$ cat src/rtl/core/pcg_rde_pkg.sv
package pcg_rde_pkg;

    // word and multiplier geometry
    localparam int WORD_BITS = 64;
    localparam int HALF_BITS = WORD_BITS / 2;
    localparam int CHUNK_BITS = 8;
    localparam int CHUNKS = WORD_BITS / CHUNK_BITS;

    // generator constants
    localparam logic [WORD_BITS-1:0] LCG_MUL = 64'h5851_F42D_4C95_7F2D;
    localparam logic [WORD_BITS-1:0] RXS_MUL = 64'hAEF1_7502_108E_F2D9;
    localparam int ROT_POS = 59;
    localparam int ROT_BASE = 5;
    localparam int OUT_SHIFT = 43;

    // register reset values
    localparam logic [WORD_BITS-1:0] SEED_RESET = 64'd0;
    localparam logic [WORD_BITS-1:0] INC_RESET = 64'd1;

    localparam int DEFAULT_TRIAL_BITS = 16;

    // configuration register indexes
    localparam int CFG_INDEX_BITS = 2;
    localparam logic [CFG_INDEX_BITS-1:0] REG_SEED = 2'd0;
    localparam logic [CFG_INDEX_BITS-1:0] REG_INCREMENT = 2'd1;

    typedef enum logic [1:0] {
        MODE_RAW      = 2'd0,
        MODE_RANGE    = 2'd1,
        MODE_BIASED   = 2'd2,
        MODE_BINOMIAL = 2'd3
    } mode_t;

    typedef enum logic [1:0] {
        STATUS_OK         = 2'd0,
        STATUS_BAD_PROB   = 2'd1,
        STATUS_BAD_BOUNDS = 2'd2
    } status_t;

    // request to the draw unit
    typedef struct packed {
        logic                 start;
        logic [WORD_BITS-1:0] state;
        logic [WORD_BITS-1:0] increment;
    } draw_req_t;

    // response from the draw unit
    typedef struct packed {
        logic                 busy;
        logic                 done;
        logic [WORD_BITS-1:0] value;
        logic [WORD_BITS-1:0] next_state;
    } draw_rsp_t;

endpackage

$ cat src/rtl/core/pcg_rde_if.sv
// request channel
interface pcg_rde_req_if;
    logic        valid;
    logic        ready;
    logic [1:0]  mode;
    logic [63:0] lower_bound;
    logic [63:0] upper_bound;
    logic [63:0] prob_numerator;
    logic [6:0]  prob_exponent;
    logic [15:0] trial_count;

    modport source (
        output valid, mode, lower_bound, upper_bound, prob_numerator,
               prob_exponent, trial_count,
        input  ready
    );
    modport sink (
        input  valid, mode, lower_bound, upper_bound, prob_numerator,
               prob_exponent, trial_count,
        output ready
    );
endinterface

// result channel
interface pcg_rde_rsp_if;
    logic        valid;
    logic        ready;
    logic [63:0] value;
    logic [1:0]  status;

    modport source (
        output valid, value, status,
        input  ready
    );
    modport sink (
        input  valid, value, status,
        output ready
    );
endinterface

// register write channel
interface pcg_rde_cfg_if;
    logic        valid;
    logic        ready;
    logic [1:0]  index;
    logic [63:0] data;

    modport source (
        output valid, index, data,
        input  ready
    );
    modport sink (
        input  valid, index, data,
        output ready
    );
endinterface

$ cat src/rtl/core/pcg_rde_draw.sv
module pcg_rde_draw (
    input  logic                   clk,
    input  logic                   rst_n,
    input  pcg_rde_pkg::draw_req_t req,
    output pcg_rde_pkg::draw_rsp_t rsp
);

    // one step per partial product, accumulation runs one step behind
    typedef enum logic [2:0] {
        STEP_L_LL,
        STEP_L_HL,
        STEP_L_LH,
        STEP_R_LL,
        STEP_R_HL,
        STEP_R_LH,
        STEP_R_ACC,
        STEP_FIN
    } step_t;

    localparam int W = pcg_rde_pkg::WORD_BITS;
    localparam int H = pcg_rde_pkg::HALF_BITS;

    logic  busy_reg, busy_next;
    step_t step_reg, step_next;

    logic [W-1:0] s_reg;
    logic [W-1:0] x_reg;
    logic [W-1:0] acc_reg, acc_next;
    logic [W-1:0] f_reg, f_next;
    logic [W-1:0] prod_reg;

    logic [H-1:0] mul_a, mul_b;
    logic [W-1:0] mul_p;
    logic [W-1:0] prod_hi;
    logic [6:0]   rot;
    logic [W-1:0] xs;

    // input permutation of the old state
    assign rot = 7'(req.state[W-1:pcg_rde_pkg::ROT_POS]) + 7'(pcg_rde_pkg::ROT_BASE);
    assign xs  = (req.state >> rot) ^ req.state;

    // shared 32x32 multiplier
    assign mul_p   = mul_a * mul_b;
    assign prod_hi = {prod_reg[H-1:0], {H{1'b0}}};

    // operand selection and accumulation
    always_comb
    begin
        mul_a     = '0;
        mul_b     = '0;
        acc_next  = acc_reg;
        f_next    = f_reg;
        step_next = step_reg;
        busy_next = busy_reg;
        unique case (step_reg)
            STEP_L_LL:
            begin
                mul_a     = s_reg[H-1:0];
                mul_b     = pcg_rde_pkg::LCG_MUL[H-1:0];
                step_next = STEP_L_HL;
            end
            STEP_L_HL:
            begin
                mul_a     = s_reg[W-1:H];
                mul_b     = pcg_rde_pkg::LCG_MUL[H-1:0];
                acc_next  = acc_reg + prod_reg;
                step_next = STEP_L_LH;
            end
            STEP_L_LH:
            begin
                mul_a     = s_reg[H-1:0];
                mul_b     = pcg_rde_pkg::LCG_MUL[W-1:H];
                acc_next  = acc_reg + prod_hi;
                step_next = STEP_R_LL;
            end
            STEP_R_LL:
            begin
                mul_a     = x_reg[H-1:0];
                mul_b     = pcg_rde_pkg::RXS_MUL[H-1:0];
                acc_next  = acc_reg + prod_hi;
                step_next = STEP_R_HL;
            end
            STEP_R_HL:
            begin
                mul_a     = x_reg[W-1:H];
                mul_b     = pcg_rde_pkg::RXS_MUL[H-1:0];
                f_next    = prod_reg;
                step_next = STEP_R_LH;
            end
            STEP_R_LH:
            begin
                mul_a     = x_reg[H-1:0];
                mul_b     = pcg_rde_pkg::RXS_MUL[W-1:H];
                f_next    = f_reg + prod_hi;
                step_next = STEP_R_ACC;
            end
            STEP_R_ACC:
            begin
                f_next    = f_reg + prod_hi;
                step_next = STEP_FIN;
            end
            STEP_FIN:
            begin
                busy_next = 1'b0;
            end
            default:
            begin
                busy_next = 1'b0;
            end
        endcase
        if (!busy_reg)
        begin
            step_next = step_reg;
            busy_next = 1'b0;
        end
        if (req.start)
        begin
            busy_next = 1'b1;
            step_next = STEP_L_LL;
            acc_next  = req.increment | W'(1);
        end
    end

    // sequencer state
    always_ff @(posedge clk or negedge rst_n)
    begin
        if (!rst_n)
        begin
            busy_reg <= 1'b0;
            step_reg <= STEP_L_LL;
        end
        else
        begin
            busy_reg <= busy_next;
            step_reg <= step_next;
        end
    end

    // datapath
    always_ff @(posedge clk)
    begin
        if (req.start)
        begin
            s_reg <= req.state;
            x_reg <= xs;
        end
        acc_reg  <= acc_next;
        f_reg    <= f_next;
        prod_reg <= mul_p;
    end

    // output permutation
    assign rsp.busy       = busy_reg;
    assign rsp.done       = busy_reg && (step_reg == STEP_FIN);
    assign rsp.value      = f_reg ^ (f_reg >> pcg_rde_pkg::OUT_SHIFT);
    assign rsp.next_state = acc_reg;

    // checks
    a_start_idle: assert property (@(posedge clk) disable iff (!rst_n)
        req.start |-> !busy_reg)
        else $error("draw started while busy");

    a_fixed_latency: assert property (@(posedge clk) disable iff (!rst_n)
        req.start |-> ##8 rsp.done)
        else $error("draw did not finish in eight cycles");

    a_done_frees: assert property (@(posedge clk) disable iff (!rst_n)
        rsp.done |=> !busy_reg)
        else $error("draw unit still busy after done");

endmodule

$ cat src/rtl/core/pcg_random_draw_engine.sv
// Each draw is issued and then runs on the shared 32x32 multiplier
// (three partial products for each of the two 64-bit products).
// A bounded range redraws until a masked candidate falls in range; a biased word skips
// the low zero bits of the numerator without a draw and draws for each further bit;
// binomial builds such a word per 64 trials and popcounts each one. One request at a time.
// Reset clears the generator state to 0 and the increment to 1; no clearing pass.
module pcg_random_draw_engine #(
    parameter int TRIAL_BITS = pcg_rde_pkg::DEFAULT_TRIAL_BITS
) (
    input  logic               clk,
    input  logic               rst_n,
    pcg_rde_req_if.sink        req,
    pcg_rde_rsp_if.source      rsp,
    pcg_rde_cfg_if.sink        cfg
);

    typedef enum logic [2:0] {
        ST_IDLE,
        ST_CHECK,
        ST_MASK,
        ST_SCAN,
        ST_DRAW,
        ST_POP,
        ST_DONE
    } state_t;

    localparam int W = pcg_rde_pkg::WORD_BITS;
    localparam int CB = pcg_rde_pkg::CHUNK_BITS;
    localparam logic [2:0] CHUNK_LAST = 3'(pcg_rde_pkg::CHUNKS - 1);
    localparam logic [6:0] EXPO_MAX = 7'(W);

    // bit smear below the top set bit
    function automatic logic [W-1:0] smear(input logic [W-1:0] v);
        logic [W-1:0] m;
        m = v;
        m = m | (m >> 1);
        m = m | (m >> 2);
        m = m | (m >> 4);
        m = m | (m >> 8);
        m = m | (m >> 16);
        m = m | (m >> 32);
        return m;
    endfunction

    // ones in one chunk
    function automatic logic [3:0] pop_chunk(input logic [CB-1:0] b);
        logic [3:0] c;
        c = '0;
        for (int i = 0; i < CB; i++)
            c = c + 4'(b[i]);
        return c;
    endfunction

    // control state
    state_t       state_reg, state_next;
    logic         out_valid_reg, out_valid_next;
    logic [W-1:0] gen_state_reg, gen_state_next;
    logic [W-1:0] inc_reg, inc_next;

    // item payload and working registers
    pcg_rde_pkg::mode_t   mode_reg, mode_next;
    logic [W-1:0]         lo_reg, lo_next;
    logic [W-1:0]         hi_reg, hi_next;
    logic [W-1:0]         num_reg, num_next;
    logic [W-1:0]         num_sh_reg, num_sh_next;
    logic [6:0]           expo_reg, expo_next;
    logic [6:0]           p_reg, p_next;
    logic                 started_reg, started_next;
    logic [W-1:0]         acc_reg, acc_next;
    logic [W-1:0]         span_reg, span_next;
    logic [W-1:0]         mask_reg, mask_next;
    logic [TRIAL_BITS-1:0] trials_reg, trials_next;
    logic [TRIAL_BITS-1:0] count_reg, count_next;
    logic [2:0]           chunk_reg, chunk_next;
    logic                 last_reg, last_next;
    logic [W-1:0]         res_value_reg, res_value_next;
    pcg_rde_pkg::status_t res_status_reg, res_status_next;
    logic [W-1:0]         out_value_reg, out_value_next;
    pcg_rde_pkg::status_t out_status_reg, out_status_next;

    pcg_rde_pkg::draw_req_t draw_req;
    pcg_rde_pkg::draw_rsp_t draw_rsp;
    logic                   draw_start;

    logic [W-1:0]          cand;
    logic [TRIAL_BITS-1:0] count_sum;
    logic [6:0]            tail_shift;
    logic [31:0]           trials_ext;

    assign cand       = draw_rsp.value & mask_reg;
    assign count_sum  = count_reg + TRIAL_BITS'(pop_chunk(acc_reg[CB-1:0]));
    assign tail_shift = EXPO_MAX - trials_reg[6:0];
    assign trials_ext = 32'(req.trial_count);

    assign req.ready = (state_reg == ST_IDLE);
    assign cfg.ready = 1'b1;

    // sequencer
    always_comb
    begin
        state_next      = state_reg;
        out_valid_next  = out_valid_reg;
        gen_state_next  = gen_state_reg;
        inc_next        = inc_reg;
        mode_next       = mode_reg;
        lo_next         = lo_reg;
        hi_next         = hi_reg;
        num_next        = num_reg;
        num_sh_next     = num_sh_reg;
        expo_next       = expo_reg;
        p_next          = p_reg;
        started_next    = started_reg;
        acc_next        = acc_reg;
        span_next       = span_reg;
        mask_next       = mask_reg;
        trials_next     = trials_reg;
        count_next      = count_reg;
        chunk_next      = chunk_reg;
        last_next       = last_reg;
        res_value_next  = res_value_reg;
        res_status_next = res_status_reg;
        out_value_next  = out_value_reg;
        out_status_next = out_status_reg;
        draw_start      = 1'b0;

        // result taken downstream
        if (out_valid_reg && rsp.ready)
            out_valid_next = 1'b0;

        unique case (state_reg)
            ST_IDLE:
            begin
                if (req.valid)
                begin
                    mode_next   = pcg_rde_pkg::mode_t'(req.mode);
                    lo_next     = req.lower_bound;
                    hi_next     = req.upper_bound;
                    num_next    = req.prob_numerator;
                    expo_next   = (req.prob_exponent > EXPO_MAX) ? EXPO_MAX
                                                                 : req.prob_exponent;
                    trials_next = trials_ext[TRIAL_BITS-1:0];
                    state_next  = ST_CHECK;
                end
            end
            ST_CHECK:
            begin
                res_value_next  = '0;
                res_status_next = pcg_rde_pkg::STATUS_OK;
                acc_next        = '0;
                p_next          = '0;
                started_next    = 1'b0;
                num_sh_next     = num_reg;
                count_next      = '0;
                span_next       = hi_reg - lo_reg;
                unique case (mode_reg)
                    pcg_rde_pkg::MODE_RAW:
                    begin
                        draw_start = 1'b1;
                        state_next = ST_DRAW;
                    end
                    pcg_rde_pkg::MODE_RANGE:
                    begin
                        if (lo_reg >= hi_reg)
                        begin
                            res_status_next = pcg_rde_pkg::STATUS_BAD_BOUNDS;
                            state_next      = ST_DONE;
                        end
                        else
                            state_next = ST_MASK;
                    end
                    pcg_rde_pkg::MODE_BIASED:
                    begin
                        if (num_reg == '0)
                        begin
                            res_status_next = pcg_rde_pkg::STATUS_BAD_PROB;
                            state_next      = ST_DONE;
                        end
                        else
                            state_next = ST_SCAN;
                    end
                    pcg_rde_pkg::MODE_BINOMIAL:
                    begin
                        if ((num_reg == '0) || (trials_reg == '0))
                        begin
                            res_status_next = pcg_rde_pkg::STATUS_BAD_PROB;
                            state_next      = ST_DONE;
                        end
                        else
                            state_next = ST_SCAN;
                    end
                    default:
                    begin
                        state_next = ST_DONE;
                    end
                endcase
            end
            ST_MASK:
            begin
                // (re)issue a masked draw for the bounded range
                mask_next  = smear(span_reg);
                draw_start = 1'b1;
                state_next = ST_DRAW;
            end
            ST_SCAN:
            begin
                if (p_reg >= expo_reg)
                begin
                    // biased word complete
                    if (mode_reg == pcg_rde_pkg::MODE_BIASED)
                    begin
                        res_value_next = acc_reg;
                        state_next     = ST_DONE;
                    end
                    else
                    begin
                        if (trials_reg > TRIAL_BITS'(W))
                        begin
                            trials_next = trials_reg - TRIAL_BITS'(W);
                            last_next   = 1'b0;
                        end
                        else
                        begin
                            acc_next  = acc_reg >> tail_shift[5:0];
                            last_next = 1'b1;
                        end
                        chunk_next = '0;
                        state_next = ST_POP;
                    end
                end
                else if (started_reg || num_sh_reg[0])
                begin
                    draw_start = 1'b1;
                    state_next = ST_DRAW;
                end
                else
                begin
                    // low zero bits of the numerator make no draw
                    p_next      = p_reg + 7'd1;
                    num_sh_next = num_sh_reg >> 1;
                end
            end
            ST_DRAW:
            begin
                if (draw_rsp.done)
                begin
                    gen_state_next = draw_rsp.next_state;
                    unique case (mode_reg)
                        pcg_rde_pkg::MODE_RAW:
                        begin
                            res_value_next = draw_rsp.value;
                            state_next     = ST_DONE;
                        end
                        pcg_rde_pkg::MODE_RANGE:
                        begin
                            if (cand <= span_reg)
                            begin
                                res_value_next = cand + lo_reg;
                                state_next     = ST_DONE;
                            end
                            else
                                state_next = ST_MASK;
                        end
                        pcg_rde_pkg::MODE_BIASED, pcg_rde_pkg::MODE_BINOMIAL:
                        begin
                            acc_next     = num_sh_reg[0] ? (acc_reg | draw_rsp.value)
                                                         : (acc_reg & draw_rsp.value);
                            p_next       = p_reg + 7'd1;
                            num_sh_next  = num_sh_reg >> 1;
                            started_next = 1'b1;
                            state_next   = ST_SCAN;
                        end
                        default:
                        begin
                            state_next = ST_DONE;
                        end
                    endcase
                end
            end
            ST_POP:
            begin
                // popcount one chunk per cycle
                count_next = count_sum;
                acc_next   = acc_reg >> CB;
                chunk_next = chunk_reg + 3'd1;
                if (chunk_reg == CHUNK_LAST)
                begin
                    if (last_reg)
                    begin
                        res_value_next = W'(count_sum);
                        state_next     = ST_DONE;
                    end
                    else
                    begin
                        acc_next     = '0;
                        p_next       = '0;
                        started_next = 1'b0;
                        num_sh_next  = num_reg;
                        state_next   = ST_SCAN;
                    end
                end
            end
            ST_DONE:
            begin
                if (!out_valid_reg || rsp.ready)
                begin
                    out_valid_next  = 1'b1;
                    out_value_next  = res_value_reg;
                    out_status_next = res_status_reg;
                    state_next      = ST_IDLE;
                end
            end
            default:
            begin
                state_next = ST_IDLE;
            end
        endcase

        // register writes
        if (cfg.valid)
        begin
            unique case (cfg.index)
                pcg_rde_pkg::REG_SEED:      gen_state_next = cfg.data;
                pcg_rde_pkg::REG_INCREMENT: inc_next       = cfg.data;
                default:                    ;
            endcase
        end
    end

    // control registers
    always_ff @(posedge clk or negedge rst_n)
    begin
        if (!rst_n)
        begin
            state_reg     <= ST_IDLE;
            out_valid_reg <= 1'b0;
            gen_state_reg <= pcg_rde_pkg::SEED_RESET;
            inc_reg       <= pcg_rde_pkg::INC_RESET;
        end
        else
        begin
            state_reg     <= state_next;
            out_valid_reg <= out_valid_next;
            gen_state_reg <= gen_state_next;
            inc_reg       <= inc_next;
        end
    end

    // payload registers
    always_ff @(posedge clk)
    begin
        mode_reg       <= mode_next;
        lo_reg         <= lo_next;
        hi_reg         <= hi_next;
        num_reg        <= num_next;
        num_sh_reg     <= num_sh_next;
        expo_reg       <= expo_next;
        p_reg          <= p_next;
        started_reg    <= started_next;
        acc_reg        <= acc_next;
        span_reg       <= span_next;
        mask_reg       <= mask_next;
        trials_reg     <= trials_next;
        count_reg      <= count_next;
        chunk_reg      <= chunk_next;
        last_reg       <= last_next;
        res_value_reg  <= res_value_next;
        res_status_reg <= res_status_next;
        out_value_reg  <= out_value_next;
        out_status_reg <= out_status_next;
    end

    // draw unit
    assign draw_req.start     = draw_start;
    assign draw_req.state     = gen_state_reg;
    assign draw_req.increment = inc_reg;

    pcg_rde_draw u_draw (
        .clk   (clk),
        .rst_n (rst_n),
        .req   (draw_req),
        .rsp   (draw_rsp)
    );

    assign rsp.valid  = out_valid_reg;
    assign rsp.value  = out_value_reg;
    assign rsp.status = out_status_reg;

    // checks
    a_error_zero: assert property (@(posedge clk) disable iff (!rst_n)
        (rsp.valid && (rsp.status != pcg_rde_pkg::STATUS_OK)) |-> (rsp.value == '0))
        else $error("error result with nonzero value");

    a_range_bounds: assert property (@(posedge clk) disable iff (!rst_n)
        ((state_reg == ST_DRAW) && (mode_reg == pcg_rde_pkg::MODE_RANGE) &&
         draw_rsp.done && (cand <= span_reg))
        |=> ((res_value_reg >= $past(lo_reg)) && (res_value_reg <= $past(hi_reg))))
        else $error("bounded result outside range");

    a_state_moves: assert property (@(posedge clk) disable iff (!rst_n)
        !$stable(gen_state_reg)
        |-> $past(draw_rsp.done || (cfg.valid && (cfg.index == pcg_rde_pkg::REG_SEED))))
        else $error("generator state changed without draw or seed write");

    a_done_expected: assert property (@(posedge clk) disable iff (!rst_n)
        draw_rsp.done |-> (state_reg == ST_DRAW))
        else $error("draw finished while not awaited");

endmodule
$ cat src/flat_wrapper.sv
// flat-port wrapper written by rule: the top's interface ports become plain ports
module pcg_random_draw_engine_flat 
#(
    parameter int TRIAL_BITS = pcg_rde_pkg::DEFAULT_TRIAL_BITS
)
  (clk, rst_n, req_valid, req_mode, req_lower_bound, req_upper_bound, req_prob_numerator, req_prob_exponent, req_trial_count, req_ready, rsp_valid, rsp_value, rsp_status, rsp_ready, cfg_valid, cfg_index, cfg_data, cfg_ready);
  pcg_rde_req_if req_i ();
  pcg_rde_rsp_if rsp_i ();
  pcg_rde_cfg_if cfg_i ();
  input  logic clk;
  input  logic rst_n;
  input wire logic [$bits(req_i.valid)-1:0] req_valid;
  input wire logic [$bits(req_i.mode)-1:0] req_mode;
  input wire logic [$bits(req_i.lower_bound)-1:0] req_lower_bound;
  input wire logic [$bits(req_i.upper_bound)-1:0] req_upper_bound;
  input wire logic [$bits(req_i.prob_numerator)-1:0] req_prob_numerator;
  input wire logic [$bits(req_i.prob_exponent)-1:0] req_prob_exponent;
  input wire logic [$bits(req_i.trial_count)-1:0] req_trial_count;
  output wire logic [$bits(req_i.ready)-1:0] req_ready;
  output wire logic [$bits(rsp_i.valid)-1:0] rsp_valid;
  output wire logic [$bits(rsp_i.value)-1:0] rsp_value;
  output wire logic [$bits(rsp_i.status)-1:0] rsp_status;
  input wire logic [$bits(rsp_i.ready)-1:0] rsp_ready;
  input wire logic [$bits(cfg_i.valid)-1:0] cfg_valid;
  input wire logic [$bits(cfg_i.index)-1:0] cfg_index;
  input wire logic [$bits(cfg_i.data)-1:0] cfg_data;
  output wire logic [$bits(cfg_i.ready)-1:0] cfg_ready;
  assign req_i.valid = req_valid;
  assign req_i.mode = req_mode;
  assign req_i.lower_bound = req_lower_bound;
  assign req_i.upper_bound = req_upper_bound;
  assign req_i.prob_numerator = req_prob_numerator;
  assign req_i.prob_exponent = req_prob_exponent;
  assign req_i.trial_count = req_trial_count;
  assign req_ready = req_i.ready;
  assign rsp_valid = rsp_i.valid;
  assign rsp_value = rsp_i.value;
  assign rsp_status = rsp_i.status;
  assign rsp_i.ready = rsp_ready;
  assign cfg_i.valid = cfg_valid;
  assign cfg_i.index = cfg_index;
  assign cfg_i.data = cfg_data;
  assign cfg_ready = cfg_i.ready;
  pcg_random_draw_engine #(.TRIAL_BITS(TRIAL_BITS)) u_core (.clk(clk), .rst_n(rst_n), .req(req_i), .rsp(rsp_i), .cfg(cfg_i));
endmodule
$ cat config.mk
export PLATFORM = sky130hd
export DESIGN_NAME = pcg_random_draw_engine_flat
export DESIGN_NICKNAME = d
export VERILOG_FILES = /design/src/rtl/core/pcg_rde_pkg.sv /design/src/rtl/core/pcg_rde_if.sv /design/src/rtl/core/pcg_rde_draw.sv /design/src/rtl/core/pcg_random_draw_engine.sv /design/src/flat_wrapper.sv
export SDC_FILE = /design/constraint.sdc
export NUM_CORES = 2
export LEC_CHECK = 0
export BUFFER_PORTS_ARGS = -buffer_cell sky130_fd_sc_hd__buf_4
export CAP_MARGIN = 20
export CORE_AREA = 4 4 418 420
export CTS_CLUSTER_DIAMETER = 100
export DETAILED_ROUTE_END_ITERATION = 7
export DIE_AREA = 0 0 422 424
export PLACE_DENSITY_LB_ADDON = 0.1
export SLEW_MARGIN = 40
export SYNTH_ARGS = -nofsm -noshare
export SYNTH_HDL_FRONTEND = slang
export SYNTH_SLANG_ARGS = --single-unit
$ cat constraint.sdc
create_clock -name clk -period 13.25 [get_ports clk]
set_input_delay 2.65 -clock clk [delete_from_list [all_inputs] [get_ports clk]]
set_output_delay 2.65 -clock clk [all_outputs]
set_load 0.05 [all_outputs]
==> results by group <==
Run status
  – Run status: finished with violations
  – Violated checks: design-rule violations

Logic synthesis
  – Synth async-reset ratio: 0.1247
  – Cells after Synth: roughly 9000
  – Post-Syn Area: slightly above 0.09 mm²
  – YS warnings: 0
  – #FFs+latches synth: 1083
  – Part of the Yosys area used for sequential elements: 0.3339
  – Net Count, Synth: between 10000 and 15000
  – Post-synth EDFFs: just under 900
  – Post-synthesis area per instance: 10.29 µm²
  – Yosys cell types: 88
  – Synth Flop Type: edfxtp_1

Layout
  – Share of cells above drive strength 1: 0.1131
  – FILL cells: ~15000
  – Area Overhead vs Synth: 10.44%
  – Seq. cell area: 0.03120 mm²
  – Commonest non-fill, non-tap cell in the layout: inv_1
  – Final nets: ~11000
  – Most frequent cells in the layout: 1319 x inv_1, 883 x edfxtp_1, 808 x fa_1, 714 x nand2_1, 675 x ha_1
  – Multi-input logic area: 0.05620 mm²

Floorplan
  – Die H: 424 µm
  – IO Pins: about 360
  – Core area: ~0.17 mm²
  – Die width: around 420 µm
  – Die ar.: about 0.18 mm²
  – Cell Rows: 152
  – Starting Density: 0.5464

Drt
  – Drt pass-1 iters: 8
  – Remaining antenna violation count: 0
  – Initial drt markers: a little over 9000
  – Residual DRC count: 3
  – Vias: 73100
  – WL/cell: just under 30 µm
  – Via/cell ratio: about 6.3
  – Routed WL: about 350000 µm

Global routing
  – First-pass GRT wire length: approximately 500000 µm
  – Gr usage total: 0.3846
  – Initial antenna violation count: 24
  – Vias in the first global route: about 70000
  – Gr ovfl total: 0
  – Largest net degree at the start of global routing: 162

Placed design
  – Routability congestion estimate: between 1 and 1.5
  – DPL Wire Length: approximately 280000 µm
  – IO buf count: between 300 and 400

Critical path
  – CP Launch Type: register
  – Critical path class: reg -> reg
  – CP max FO: 21
  – Cell repeated most along the worst path: inv_1
  – Req. time, crit path: approximately 14000 ps
  – Peak per-stage delay on the critical path: around 710 ps
  – Slowest stage cell on the critical path: a221o_1
  – CP Capture Type: register
  – Worst EP arrival: approximately 13000 ps

Clock tree
  – CTS resizes: 0
  – Clk pin slew, worst setup/hold paths: 60 ps
  – H-Tree Depth: 3
  – Clock Latency Late Sink: ~800 ps
  – CTS root buffer: clkbuf_16
  – Num CTS Buffers: 120
  – Hold Buf Count CTS: 0
  – CTS tree: done
  – Clk buf depth: 3
  – # clock sinks: between 1000 and 1500
  – Setup repair bufs after CTS: 0

STA
  – Setup_tns: 0 ps
  – Unrepaired setup endpoints after global routing: no
  – Final period util: 0.9084
  – Setup Skew: around 110 ps
  – Slew Viols, Final: 0
  – Hold Fails Final Rpt: 0
  – Fmax: a little over 0.08 GHz
  – Worst slew margin: 0.3686
  – Worst-margin pin slew: around 940 ps
  – # setup viols final: 0
  – Minimum clock period after layout: roughly 12000 ps

Flow run
  – Max cap viols: 0

Hold path
  – Kind of path behind the tightest hold check: reg -> reg
[routing by layer]
metal	vias to the layer above	part of all wire	GRT usage
met5	-	0.00022	0
met4	10	0.058	0.1880
met3	698	0.12	0.1144
li1	31840	-	-
met2	4020	0.43	0.5599
met1	36530	0.40	0.5269
[cells in the mapped netlist (all sizes together), types with 43 or more instances]
library cell	instances	area, µm²
inv	1326	4977
edfxtp	883	26520
fa	808	16180
nand2	717	2691
ha	676	8458
nor2	550	2072
a21oi	513	2567
o21ai	500	2502
clkbuf	331	1242
a21o	247	1854
xnor2	243	2128
xor2	197	1725
mux2	175	1971
mux2i	151	1511
and2	141	882.1
dfrtp	135	3378
nand3	110	555.5
mux4	93	2095
nand4	86	538.0
nor3	83	415.4
nor2b	76	475.5
a31oi	74	462.9
a22oi	73	548.0
nand2b	71	444.2
dfxtp	65	1301
o21bai	63	473.0
maj3	53	530.5
o31ai	46	345.3
a211oi	43	322.8
a22o	43	376.6
[critical path: cells and delay by family, from the launching register on]
family,cells,cell delay (ps)
AOI/OAI and AO/OA,11,3790
buffers and inverters,9,1400
adders and majority gates,9,4060
and+or+nand+nor,5,1850
DFF,1,670
xor gates and xnor gates,1,170
[cell families after synthesis]
kind of cell	Yosys count	share of synthesized area
simple gates	1990	0.09823
compound gates	1898	0.1287
buf+inv	1709	0.06871
fa+ha+maj	1537	0.2694
flops	1083	0.3339
xor+xnor	440	0.04125
mux	419	0.05969
other cells	2	0.00008039
[through the flow]
stage	hold WS [ps]	util	setup slack (ps)	instances	area, µm²
after floorplan	400.3	-	2803	9078	93420
after global placement	401.8	0.5780	1621	11430	98810
after detailed placement	404.5	0.5789	1411	11430	98970
after CTS	332.9	0.6026	1310	11660	103000
after global routing	356.3	0.6034	919.0	11670	103200
final	345.1	0.6034	1214	11680	103200
[final timing paths]
kind / start / to / slack [ps] / depth (start not counted)
min reg2reg: u_core.res_value_reg[6]$_DFFE_PP_ / u_core.rsp.value[6]$_DFFE_PP_ / 350 / 0
min in group asynchronous: rst_n / u_core.gen_state_reg[11]$_DFF_PN0_ / 1840 / 1
min: u_core.res_value_reg[6]$_DFFE_PP_ / u_core.rsp.value[6]$_DFFE_PP_ / 350 / 0
max: u_core.u_draw.step_reg[2]$_DFFE_PN0P_ / u_core.u_draw.prod_reg[58]$_DFF_P_ / 1210 / 35
max reg2reg: u_core.u_draw.step_reg[2]$_DFFE_PN0P_ / u_core.u_draw.prod_reg[58]$_DFF_P_ / 1210 / 35
max in group asynchronous: rst_n / u_core.inc_reg[44]$_DFFE_PN0P_ / 10250 / 2
[layout make-up]
class,instances,area share
Antenna cell,17,0.0004123
Inverter,1337,0.04871
Multi-Input combinational cell,6286,0.5447
Clock buffer,144,0.03089
Tap cell,2233,0.02708
Clock inverter,81,0.008356
Timing Repair Buffer,497,0.03740
Sequential cell,1083,0.3024
Power is not shown: default switching activity piles up to over one toggle a cycle in this logic, so the estimate is an artifact.
